**src/hdl/clt_pkg.sv**
```systemverilog
// Shared types, codes and helpers for the command line tokenizer.
`default_nettype none

package clt_pkg;

    localparam int unsigned CHAR_W  = 8;
    localparam int unsigned KIND_W  = 3;
    localparam int unsigned IDX_W   = 4;
    localparam int unsigned TOTAL_W = 5;
    localparam int unsigned POS_W   = 4;
    localparam int unsigned NAME_W  = 64;
    localparam int unsigned NLEN_W  = 4;
    localparam int unsigned NAME_MAX = 8;

    // configuration register indexes
    localparam logic [1:0] CFG_NAME_CHARS  = 2'd0;
    localparam logic [1:0] CFG_NAME_LENGTH = 2'd1;

    // result kinds
    localparam logic [KIND_W-1:0] K_BYTE   = 3'd0;
    localparam logic [KIND_W-1:0] K_END    = 3'd1;
    localparam logic [KIND_W-1:0] K_NAME   = 3'd2;
    localparam logic [KIND_W-1:0] K_ACCEPT = 3'd3;
    localparam logic [KIND_W-1:0] K_REJECT = 3'd4;

    localparam logic [CHAR_W-1:0] CH_NUL   = 8'h00;
    localparam logic [CHAR_W-1:0] CH_SPACE = 8'h20;
    localparam logic [CHAR_W-1:0] CH_TAB   = 8'h09;
    localparam logic [CHAR_W-1:0] CH_CR    = 8'h0D;
    localparam logic [CHAR_W-1:0] CH_SQUOTE = 8'h27;
    localparam logic [CHAR_W-1:0] CH_DQUOTE = 8'h22;

    typedef enum logic [6:0] {
        PH_LEAD   = 7'b0000001,
        PH_NAME   = 7'b0000010,
        PH_GAP    = 7'b0000100,
        PH_ARG    = 7'b0001000,
        PH_QUOTE  = 7'b0010000,
        PH_DRAIN  = 7'b0100000,
        PH_IGNORE = 7'b1000000
    } t_phase;

    typedef struct packed {
        logic [KIND_W-1:0]  kind;
        logic [TOTAL_W-1:0] arg_total;
        logic [IDX_W-1:0]   arg_index;
        logic [CHAR_W-1:0]  byte_out;
    } t_result;

    // results caused by one input byte
    typedef struct packed {
        logic [1:0] count;
        t_result    r0;
        t_result    r1;
    } t_step;

    function automatic t_result make_res(
        input logic [KIND_W-1:0]  kind,
        input logic [CHAR_W-1:0]  b,
        input logic [IDX_W-1:0]   idx,
        input logic [TOTAL_W-1:0] total
    );
        t_result r;
        r.kind      = kind;
        r.byte_out  = b;
        r.arg_index = idx;
        r.arg_total = total;
        return r;
    endfunction

    function automatic logic is_blank(input logic [CHAR_W-1:0] c);
        return (c == CH_SPACE) || ((c >= CH_TAB) && (c <= CH_CR));
    endfunction

endpackage

`default_nettype wire

```
**src/hdl/clt_fsm.sv**
```systemverilog
// Tokenizer state machine: line phase, name match, argument count.
`default_nettype none

module clt_fsm #(
    parameter int unsigned MAX_ARGS = 16
) (
    input  wire logic                         i_clk,
    input  wire logic                         i_rst_n,
    input  wire logic                         i_accept,
    input  wire logic [clt_pkg::CHAR_W-1:0]   i_char,
    input  wire logic [clt_pkg::NAME_W-1:0]   i_name_chars,
    input  wire logic [clt_pkg::NLEN_W-1:0]   i_name_length,
    output clt_pkg::t_step                    o_step
);

    clt_pkg::t_phase              r_phase, n_phase;
    logic [clt_pkg::POS_W-1:0]    r_pos, n_pos;
    logic                         r_qd, n_qd;
    logic [clt_pkg::TOTAL_W-1:0]  r_cnt, n_cnt;

    logic [clt_pkg::POS_W-1:0]    lim;
    logic [clt_pkg::POS_W-1:0]    len;
    logic [clt_pkg::CHAR_W-1:0]   want;
    logic [clt_pkg::IDX_W-1:0]    cur;
    logic [clt_pkg::IDX_W-1:0]    nxt_idx;
    logic [clt_pkg::TOTAL_W-1:0]  cnt_inc;
    logic                         blank;
    logic                         is_quote;
    logic                         skip;
    clt_pkg::t_phase              ph;
    logic [clt_pkg::POS_W-1:0]    pos;
    clt_pkg::t_step               step;

    // effective name length: saturate at 8, stop at the first zero byte
    always_comb begin
        lim = (i_name_length > clt_pkg::POS_W'(clt_pkg::NAME_MAX))
            ? clt_pkg::POS_W'(clt_pkg::NAME_MAX) : i_name_length;
        len = lim;
        for (int i = clt_pkg::NAME_MAX - 1; i >= 0; i--) begin
            if ((clt_pkg::POS_W'(i) < lim) && (i_name_chars[i*8 +: 8] == clt_pkg::CH_NUL)) begin
                len = clt_pkg::POS_W'(i);
            end
        end
    end

    assign blank    = clt_pkg::is_blank(i_char);
    assign is_quote = (i_char == clt_pkg::CH_SQUOTE) || (i_char == clt_pkg::CH_DQUOTE);
    assign cur      = r_cnt[clt_pkg::IDX_W-1:0] - clt_pkg::IDX_W'(1);
    assign cnt_inc  = r_cnt + clt_pkg::TOTAL_W'(1);
    assign nxt_idx  = r_cnt[clt_pkg::IDX_W-1:0];

    always_comb begin
        ph   = r_phase;
        pos  = r_pos;
        skip = 1'b0;
        if (r_phase == clt_pkg::PH_LEAD) begin
            if (len == '0) begin
                ph = clt_pkg::PH_GAP;
            end else if (blank) begin
                skip = 1'b1;
            end else begin
                ph  = clt_pkg::PH_NAME;
                pos = '0;
            end
        end
        want = i_name_chars[{pos[2:0], 3'b000} +: 8];
    end

    always_comb begin
        n_phase = ph;
        n_pos   = pos;
        n_qd    = r_qd;
        n_cnt   = r_cnt;
        step    = '0;
        if (!skip) begin
            unique case (ph)
                clt_pkg::PH_NAME: begin
                    if (pos < len) begin
                        if (i_char == clt_pkg::CH_NUL) begin
                            step.count = 2'd1;
                            step.r0 = clt_pkg::make_res(clt_pkg::K_REJECT, '0, '0, '0);
                            n_phase = clt_pkg::PH_LEAD;
                            n_pos   = '0;
                            n_qd    = 1'b0;
                            n_cnt   = '0;
                        end else if (i_char == want) begin
                            n_pos = pos + clt_pkg::POS_W'(1);
                        end else begin
                            n_phase = clt_pkg::PH_DRAIN;
                        end
                    end else if (i_char == clt_pkg::CH_NUL) begin
                        step.count = 2'd2;
                        step.r0 = clt_pkg::make_res(clt_pkg::K_NAME, '0, '0, '0);
                        step.r1 = clt_pkg::make_res(clt_pkg::K_ACCEPT, '0, '0,
                                                    clt_pkg::TOTAL_W'(1));
                        n_phase = clt_pkg::PH_LEAD;
                        n_pos   = '0;
                        n_qd    = 1'b0;
                        n_cnt   = '0;
                    end else if (blank) begin
                        step.count = 2'd1;
                        step.r0 = clt_pkg::make_res(clt_pkg::K_NAME, '0, '0, '0);
                        n_cnt   = clt_pkg::TOTAL_W'(1);
                        n_phase = clt_pkg::PH_GAP;
                    end else begin
                        n_phase = clt_pkg::PH_DRAIN;
                    end
                end
                clt_pkg::PH_GAP: begin
                    if (i_char == clt_pkg::CH_NUL) begin
                        step.count = 2'd1;
                        if (r_cnt != '0) begin
                            step.r0 = clt_pkg::make_res(clt_pkg::K_ACCEPT, '0, '0, r_cnt);
                        end else begin
                            step.r0 = clt_pkg::make_res(clt_pkg::K_REJECT, '0, '0, '0);
                        end
                        n_phase = clt_pkg::PH_LEAD;
                        n_pos   = '0;
                        n_qd    = 1'b0;
                        n_cnt   = '0;
                    end else if (blank) begin
                        n_phase = clt_pkg::PH_GAP;
                    end else if (r_cnt >= clt_pkg::TOTAL_W'(MAX_ARGS)) begin
                        n_phase = clt_pkg::PH_IGNORE;
                    end else begin
                        n_cnt = cnt_inc;
                        if (is_quote) begin
                            n_qd    = (i_char == clt_pkg::CH_DQUOTE);
                            n_phase = clt_pkg::PH_QUOTE;
                        end else begin
                            step.count = 2'd1;
                            step.r0 = clt_pkg::make_res(clt_pkg::K_BYTE, i_char, nxt_idx, '0);
                            n_phase = clt_pkg::PH_ARG;
                        end
                    end
                end
                clt_pkg::PH_ARG: begin
                    if (i_char == clt_pkg::CH_NUL) begin
                        step.count = 2'd2;
                        step.r0 = clt_pkg::make_res(clt_pkg::K_END, '0, cur, '0);
                        step.r1 = clt_pkg::make_res(clt_pkg::K_ACCEPT, '0, '0, r_cnt);
                        n_phase = clt_pkg::PH_LEAD;
                        n_pos   = '0;
                        n_qd    = 1'b0;
                        n_cnt   = '0;
                    end else if (blank) begin
                        step.count = 2'd1;
                        step.r0 = clt_pkg::make_res(clt_pkg::K_END, '0, cur, '0);
                        n_phase = clt_pkg::PH_GAP;
                    end else if (is_quote) begin
                        n_qd    = (i_char == clt_pkg::CH_DQUOTE);
                        n_phase = clt_pkg::PH_QUOTE;
                    end else begin
                        step.count = 2'd1;
                        step.r0 = clt_pkg::make_res(clt_pkg::K_BYTE, i_char, cur, '0);
                    end
                end
                clt_pkg::PH_QUOTE: begin
                    if (i_char == clt_pkg::CH_NUL) begin
                        // unclosed quote still closes the argument
                        step.count = 2'd2;
                        step.r0 = clt_pkg::make_res(clt_pkg::K_END, '0, cur, '0);
                        step.r1 = clt_pkg::make_res(clt_pkg::K_ACCEPT, '0, '0, r_cnt);
                        n_phase = clt_pkg::PH_LEAD;
                        n_pos   = '0;
                        n_qd    = 1'b0;
                        n_cnt   = '0;
                    end else if (i_char == (r_qd ? clt_pkg::CH_DQUOTE : clt_pkg::CH_SQUOTE)) begin
                        n_phase = clt_pkg::PH_ARG;
                    end else begin
                        step.count = 2'd1;
                        step.r0 = clt_pkg::make_res(clt_pkg::K_BYTE, i_char, cur, '0);
                    end
                end
                clt_pkg::PH_IGNORE: begin
                    if (i_char == clt_pkg::CH_NUL) begin
                        step.count = 2'd1;
                        step.r0 = clt_pkg::make_res(clt_pkg::K_ACCEPT, '0, '0, r_cnt);
                        n_phase = clt_pkg::PH_LEAD;
                        n_pos   = '0;
                        n_qd    = 1'b0;
                        n_cnt   = '0;
                    end
                end
                default: begin
                    // drain after a name mismatch
                    if (i_char == clt_pkg::CH_NUL) begin
                        step.count = 2'd1;
                        step.r0 = clt_pkg::make_res(clt_pkg::K_REJECT, '0, '0, '0);
                        n_phase = clt_pkg::PH_LEAD;
                        n_pos   = '0;
                        n_qd    = 1'b0;
                        n_cnt   = '0;
                    end else begin
                        n_phase = clt_pkg::PH_DRAIN;
                    end
                end
            endcase
        end
    end

    always_ff @(posedge i_clk) begin
        if (!i_rst_n) begin
            r_phase <= clt_pkg::PH_LEAD;
            r_pos   <= '0;
            r_qd    <= 1'b0;
            r_cnt   <= '0;
        end else if (i_accept) begin
            r_phase <= n_phase;
            r_pos   <= n_pos;
            r_qd    <= n_qd;
            r_cnt   <= n_cnt;
        end
    end

    assign o_step = step;

endmodule

`default_nettype wire

```
**src/hdl/command_line_tokenizer_unit.sv**
```systemverilog
// Top level of the command line tokenizer: config registers, state machine, result queue.
//
//  channel   dir  handshake                     payload
//  s_axis    in   i_s_axis_tvalid/o_s_axis_tready  tdata: char_in
//  m_axis    out  o_m_axis_tvalid/i_m_axis_tready  tdata: byte_out, arg_index, arg_total
//                                                  tuser: kind
//  cfg       in   i_cfg_valid/o_cfg_ready          i_cfg_index, i_cfg_data
//
// One byte is taken per cycle; its results go into a 4-entry result queue in the same edge
// and reach m_axis behind earlier results. A byte yields at most two results, so s_axis
// is ready while the queue holds two or fewer. Output drains one result per cycle while
// m_axis is ready. Synchronous active-low reset clears the line state, config registers
// and queue. Config writes are always taken.
`default_nettype none

module command_line_tokenizer_unit #(
    parameter int unsigned MAX_ARGS = 16
) (
    input  wire logic        i_clk,
    input  wire logic        i_rst_n,
    input  wire logic        i_s_axis_tvalid,
    output logic             o_s_axis_tready,
    input  wire logic [7:0]  i_s_axis_tdata,   // [7:0] char_in
    output logic             o_m_axis_tvalid,
    input  wire logic        i_m_axis_tready,
    output logic [23:0]      o_m_axis_tdata,   // [7:0] byte_out, [11:8] arg_index,
                                               // [16:12] arg_total, [23:17] zero
    output logic [2:0]       o_m_axis_tuser,   // [2:0] kind
    input  wire logic        i_cfg_valid,
    output logic             o_cfg_ready,
    input  wire logic [1:0]  i_cfg_index,
    input  wire logic [63:0] i_cfg_data
);

    localparam int unsigned QDEPTH = 4;

    logic [clt_pkg::NAME_W-1:0] r_name_chars;
    logic [clt_pkg::NLEN_W-1:0] r_name_length;

    clt_pkg::t_result r_q [QDEPTH];
    clt_pkg::t_result n_q [QDEPTH];
    clt_pkg::t_result shifted [QDEPTH];
    logic [2:0]       r_cnt, n_cnt;
    logic [2:0]       base;
    logic [1:0]       push;
    logic             pop;
    logic             in_acc;
    clt_pkg::t_step   step;

    assign o_cfg_ready = 1'b1;

    always_ff @(posedge i_clk) begin
        if (!i_rst_n) begin
            r_name_chars  <= '0;
            r_name_length <= '0;
        end else if (i_cfg_valid) begin
            if (i_cfg_index == clt_pkg::CFG_NAME_CHARS) begin
                r_name_chars <= i_cfg_data;
            end else if (i_cfg_index == clt_pkg::CFG_NAME_LENGTH) begin
                r_name_length <= i_cfg_data[clt_pkg::NLEN_W-1:0];
            end
        end
    end

    assign o_s_axis_tready = (r_cnt <= 3'd2);
    assign in_acc          = i_s_axis_tvalid & o_s_axis_tready;

    clt_fsm #(
        .MAX_ARGS (MAX_ARGS)
    ) u_fsm (
        .i_clk         (i_clk),
        .i_rst_n       (i_rst_n),
        .i_accept      (in_acc),
        .i_char        (i_s_axis_tdata),
        .i_name_chars  (r_name_chars),
        .i_name_length (r_name_length),
        .o_step        (step)
    );

    assign o_m_axis_tvalid = (r_cnt != '0);
    assign pop             = o_m_axis_tvalid & i_m_axis_tready;
    assign push            = in_acc ? step.count : 2'd0;
    assign base            = r_cnt - {2'b00, pop};

    always_comb begin
        for (int i = 0; i < QDEPTH - 1; i++) begin
            shifted[i] = pop ? r_q[i+1] : r_q[i];
        end
        shifted[QDEPTH-1] = r_q[QDEPTH-1];
        for (int i = 0; i < QDEPTH; i++) begin
            n_q[i] = shifted[i];
            if ((3'(i) == base) && (push != 2'd0)) begin
                n_q[i] = step.r0;
            end
            if ((3'(i) == base + 3'd1) && (push == 2'd2)) begin
                n_q[i] = step.r1;
            end
        end
        n_cnt = base + {1'b0, push};
    end

    always_ff @(posedge i_clk) begin
        if (!i_rst_n) begin
            r_cnt <= '0;
        end else begin
            r_cnt <= n_cnt;
        end
    end

    always_ff @(posedge i_clk) begin
        for (int i = 0; i < QDEPTH; i++) begin
            r_q[i] <= n_q[i];
        end
    end

    assign o_m_axis_tdata = {7'b0, r_q[0].arg_total, r_q[0].arg_index, r_q[0].byte_out};
    assign o_m_axis_tuser = r_q[0].kind;

    // queue never overflows
    a_cnt_bound: assert property (@(posedge i_clk) disable iff (!i_rst_n)
        r_cnt <= 3'd4)
        else $error("result queue overflow");

    // a line terminator always leaves at least one result queued
    a_eol_result: assert property (@(posedge i_clk) disable iff (!i_rst_n)
        (in_acc && i_s_axis_tdata == clt_pkg::CH_NUL) |=> (r_cnt != '0))
        else $error("line end produced no result");

    // presented kind is a defined code
    a_kind_valid: assert property (@(posedge i_clk) disable iff (!i_rst_n)
        o_m_axis_tvalid |-> (o_m_axis_tuser <= clt_pkg::K_REJECT))
        else $error("undefined result kind");

endmodule

`default_nettype wire
```
**config.mk**
```make
export PLATFORM = sky130hd
export DESIGN_NAME = command_line_tokenizer_unit
export DESIGN_NICKNAME = d
export VERILOG_FILES = /design/src/hdl/clt_pkg.sv /design/src/hdl/clt_fsm.sv /design/src/hdl/command_line_tokenizer_unit.sv
export SDC_FILE = /design/constraint.sdc
export NUM_CORES = 1
export LEC_CHECK = 0
export ABC_AREA = 1
export BUFFER_PORTS_ARGS = -buffer_cell sky130_fd_sc_hd__buf_2
export CAP_MARGIN = 15
export CORE_MARGIN = 2
export CORE_UTILIZATION = 54
export CTS_CLUSTER_DIAMETER = 30
export DETAILED_ROUTE_END_ITERATION = 7
export PLACE_DENSITY = 0.77
export SYNTH_ARGS = -nofsm -noshare
export SYNTH_HDL_FRONTEND = slang
export SYNTH_SLANG_ARGS = --single-unit
```
**constraint.sdc**
```tcl
create_clock -name i_clk -period 3.9 [get_ports i_clk]
set_input_delay 0.195 -clock i_clk [delete_from_list [all_inputs] [get_ports i_clk]]
set_output_delay 0.195 -clock i_clk [all_outputs]
set_load 0.01 [all_outputs]
```
==> impl_metrics.yaml <==
sta:
  tns_ps: 0
  final_worst_path_period_share_pct: 95.55
  timing_max_transition_violations_final: 0
  final.setup_skew_ps: 15.88
  final.hold.worst_slack_ps: 13.30
  worst_slew_margin_pct: 45.45
  final-setup-viol-count: 0
  worst_slew_pin_slew_ps: 817.1
  fmax_ghz: 0.2683
  period_minus_slack_ps: 3727
  hold_viol: 0
logic_synthesis:
  ys_warn_count: 0
  netlist_top_cells_count: "445 x nand2_1, 228 x nor2_1, 170 x nand3_1"
  ys_ff_latch: 168
  synth_area_per_cell_um2: 6.419
  ys_async_sr_fraction_pct: 0
  synth_top_area_cell: "dfxtp_1"
  synth.most_common_cell: "nand2_1"
  synth_top_flop_cell: "dfxtp_1"
  netlist_instances: 1569
  synth_cell_types: 52
  proportion_of_netlist_area_held_by_the_largest_area_contributor_pct: 27.83
  seq_area_frac_synth_pct: 36.17
  synth_enable_flop_cells: 28
  yosys-top-cells-area: "dfxtp_1 28%, nand2_1 17%, nor2_1 8.5%"
  synth_area_mm2: 0.01007
route:
  firstDrtPassIters: 6
  avgViaCountPerCell: 5.601
  finalWirelength_um: 30360
  remaining_drc_errors: 0
  routed_wire_length_per_instance_um: 15.69
  detailroute.via_count: 10840
  route.antenna.remaining_nets: 0
  initialDrtViolationCount: 1260
clocking:
  clock_sink_count: 168
  cts_tree: "done"
  cts-root-to-sink-buffers: 2
  cts-buffers-inserted: 17
  clk_latency_ps: 440
  clk_root_buffer_cell: "clkbuf_16"
  clk_pin_slew_ps: 70
  ctsHtreeMaxLevel: 4
floorplan:
  die_area_mm2: 0.01976
  floorplan.initialDensity_pct: 55.50
  ios: 109
  die-height_um: 140.6
  chipWidth_um: 140.6
  fp-row-count: 49
  core_area_mm2: 0.01815
worst_setup_path:
  start_kind: "flip-flop"
  crit_slowest_cell: "dfxtp_1"
  critical-path-top-delay-family: "simple AND/OR/NAND/NOR gates"
  cpMostUsedCell: "nand2_2"
  path_buf_inv: 3
  path_class: "flip-flop to flip-flop"
  max_fanout_on_critical_path: 6
  crit_chain: "nor2_2, nand4_1, nor2_2, nor2_1, o21bai_1, nand2_2, nand3_4, nand2_4, nand2_1, inv_1, ha_1, a21boi_2, o21bai_2, nand2_2, buf_4, o21ai_0, nand2_1, nand2_2, inv_1, ha_1, fa_2, xor2_1, nor2_1"
  critPathRequiredTime_ps: 4210
  crit_path_end_kind: "flip-flop"
  ff2ff_setup_slack_ps: 170
  arrival_ps: 4030
  worst_path_largest_cell_delay_ps: 360
worst_hold_path:
  min_path_type: "input port to flip-flop"
global_route:
  busiest_layer: "met2"
  overflow: 0
  use_met2_pct: 49.33
  antenna_found_initial: 0
  number_of_global_route_vias_before_repair: 10030
  grt_max_degree: 74
  wire_length_of_the_first_global_routing_pass_um: 49280
  use_met1_pct: 42.52
  met3_usage_pct: 5.774
  global_route.usage.total_pct: 30.57
finish:
  nNetsFinal: 1784
  areaGrowthSynthToFinish_pct: 18.98
  multiInputGateArea_mm2: 0.005547
  antenna_cells_inserted: 0
  nFillCells: 1645
  regArea_mm2: 0.003650
  drive_gt1_share_pct: 15.06
power_and_ir_drop:
  power.leakage_nw: 6.026
  p_comb_share_pct: 43.3
  vdd_drop_max_mv: 0.4436
  p_switching_mw: 3.124
  switching_share_pct: 43.16
  power_density_mw_per_mm2: 604.1
  p_int_mw: 4.115
  share_seq_of_total_power_pct: 32.8
  share_clk_of_total_power_pct: 23.9
run_status:
  run_status: "finished, final reports clean"
run:
  drv_cap: 0
placement:
  place_hpwl_um: 20730
  routabilityCongestion: 0.9900
  port-buffer-count: 100
[power groups by stage]
stage	Clock (mW)	Sequential, mW	Combinational (mW)
after floorplan	0	2.41	2.05
after global placement	0	2.40	2.79
after detailed placement	0	2.40	2.83
after CTS	1.73	2.37	2.88
after global routing	1.80	2.41	3.45
final	1.73	2.37	3.13
[metal layers]
layer | wire, um | share of wire [%] | vias to the layer above
met5 | 0 | 0 | -
met4 | 560 | 1.8 | 0
met2 | 13820 | 46 | 499
met1 | 13640 | 45 | 4983
li1 | - | - | 5300
met3 | 2340 | 7.7 | 55
[registers in the layout (all words and copies together) (netlist names)]
signal / count
r_cnt: 3
r_name_chars: 64
r_name_length: 4
r_q: 80
u_fsm.r_cnt: 5
u_fsm.r_phase: 7
u_fsm.r_pos: 4
u_fsm.r_qd: 1
[worst paths after layout]
check / from / cells after the start / endpoint
worst max-delay path: r_name_chars[54]$_SDFFE_PN0P_ / 23 / r_cnt[2]$_SDFF_PN0_
worst min-delay path: i_cfg_data[60] / 3 / r_name_chars[60]$_SDFFE_PN0P_
worst max register to register: r_name_chars[54]$_SDFFE_PN0P_ / 23 / r_cnt[2]$_SDFF_PN0_
worst min register to register: r_q[0][11]$_SDFFE_PN0P_ / 2 / r_q[0][11]$_SDFFE_PN0P_
[layout make-up]
| class | count | area share [%] |
|---|---|---|
| Inverter | 159 | 5.001 |
| Clock buffer | 20 | 3.999 |
| Tap cell | 229 | 2.391 |
| Clock inverter | 12 | 0.9814 |
| Sequential cell | 168 | 30.46 |
| Timing Repair Buffer | 184 | 10.89 |
| Multi-Input combinational cell | 1163 | 46.28 |
[metrics by stage]
step	utilization, %	setup slack [ps]	cells	cell area, um2	total power [mW]
after floorplan	-	247.2	1575	10090	4.460
after global routing	66.04	-31.25	1935	11980	7.659
after global placement	59.26	213.1	1853	10750	5.187
final	66.04	173.5	1935	11980	7.239
after CTS	64.75	21.79	1925	11750	6.981
after detailed placement	59.26	76.15	1853	10750	5.236
[layout by cell type (no fill, tap or decap), types with 17 or more instances in the layout]
cell type and instances:
a21oi_1 52, buf_2 100, buf_4 37, clkbuf_16 20, dfxtp_1 137, dlygate4sd3_1 40
edfxtp_1 28, inv_1 139, inv_2 17, nand2_1 437, nand3_1 170, nand4_1 42
nor2_1 212, o21ai_0 100
[worst min-delay path, stage by stage]
cell and delay [ps]:
buf_2 80, nor2_1 50, nor2_1 90
[cells by family after synthesis]
logic type | synth area share [%]
compound gates | 10.68
xor+xnor | 0.6087
fa+ha+maj | 1.565
buf+inv | 10.22
flops | 36.17
other cells | 0.07456
simple gates | 40.67
[what timing repair did]
item                       in CTS  in global routing
setup endpoints to repair       0                110
buffers inserted                0                  9
hold buffers                   40                  0
hold endpoints to repair       40                  0
gates resized for setup         0                 43
Note: power is estimated with default switching activity, not from simulation.
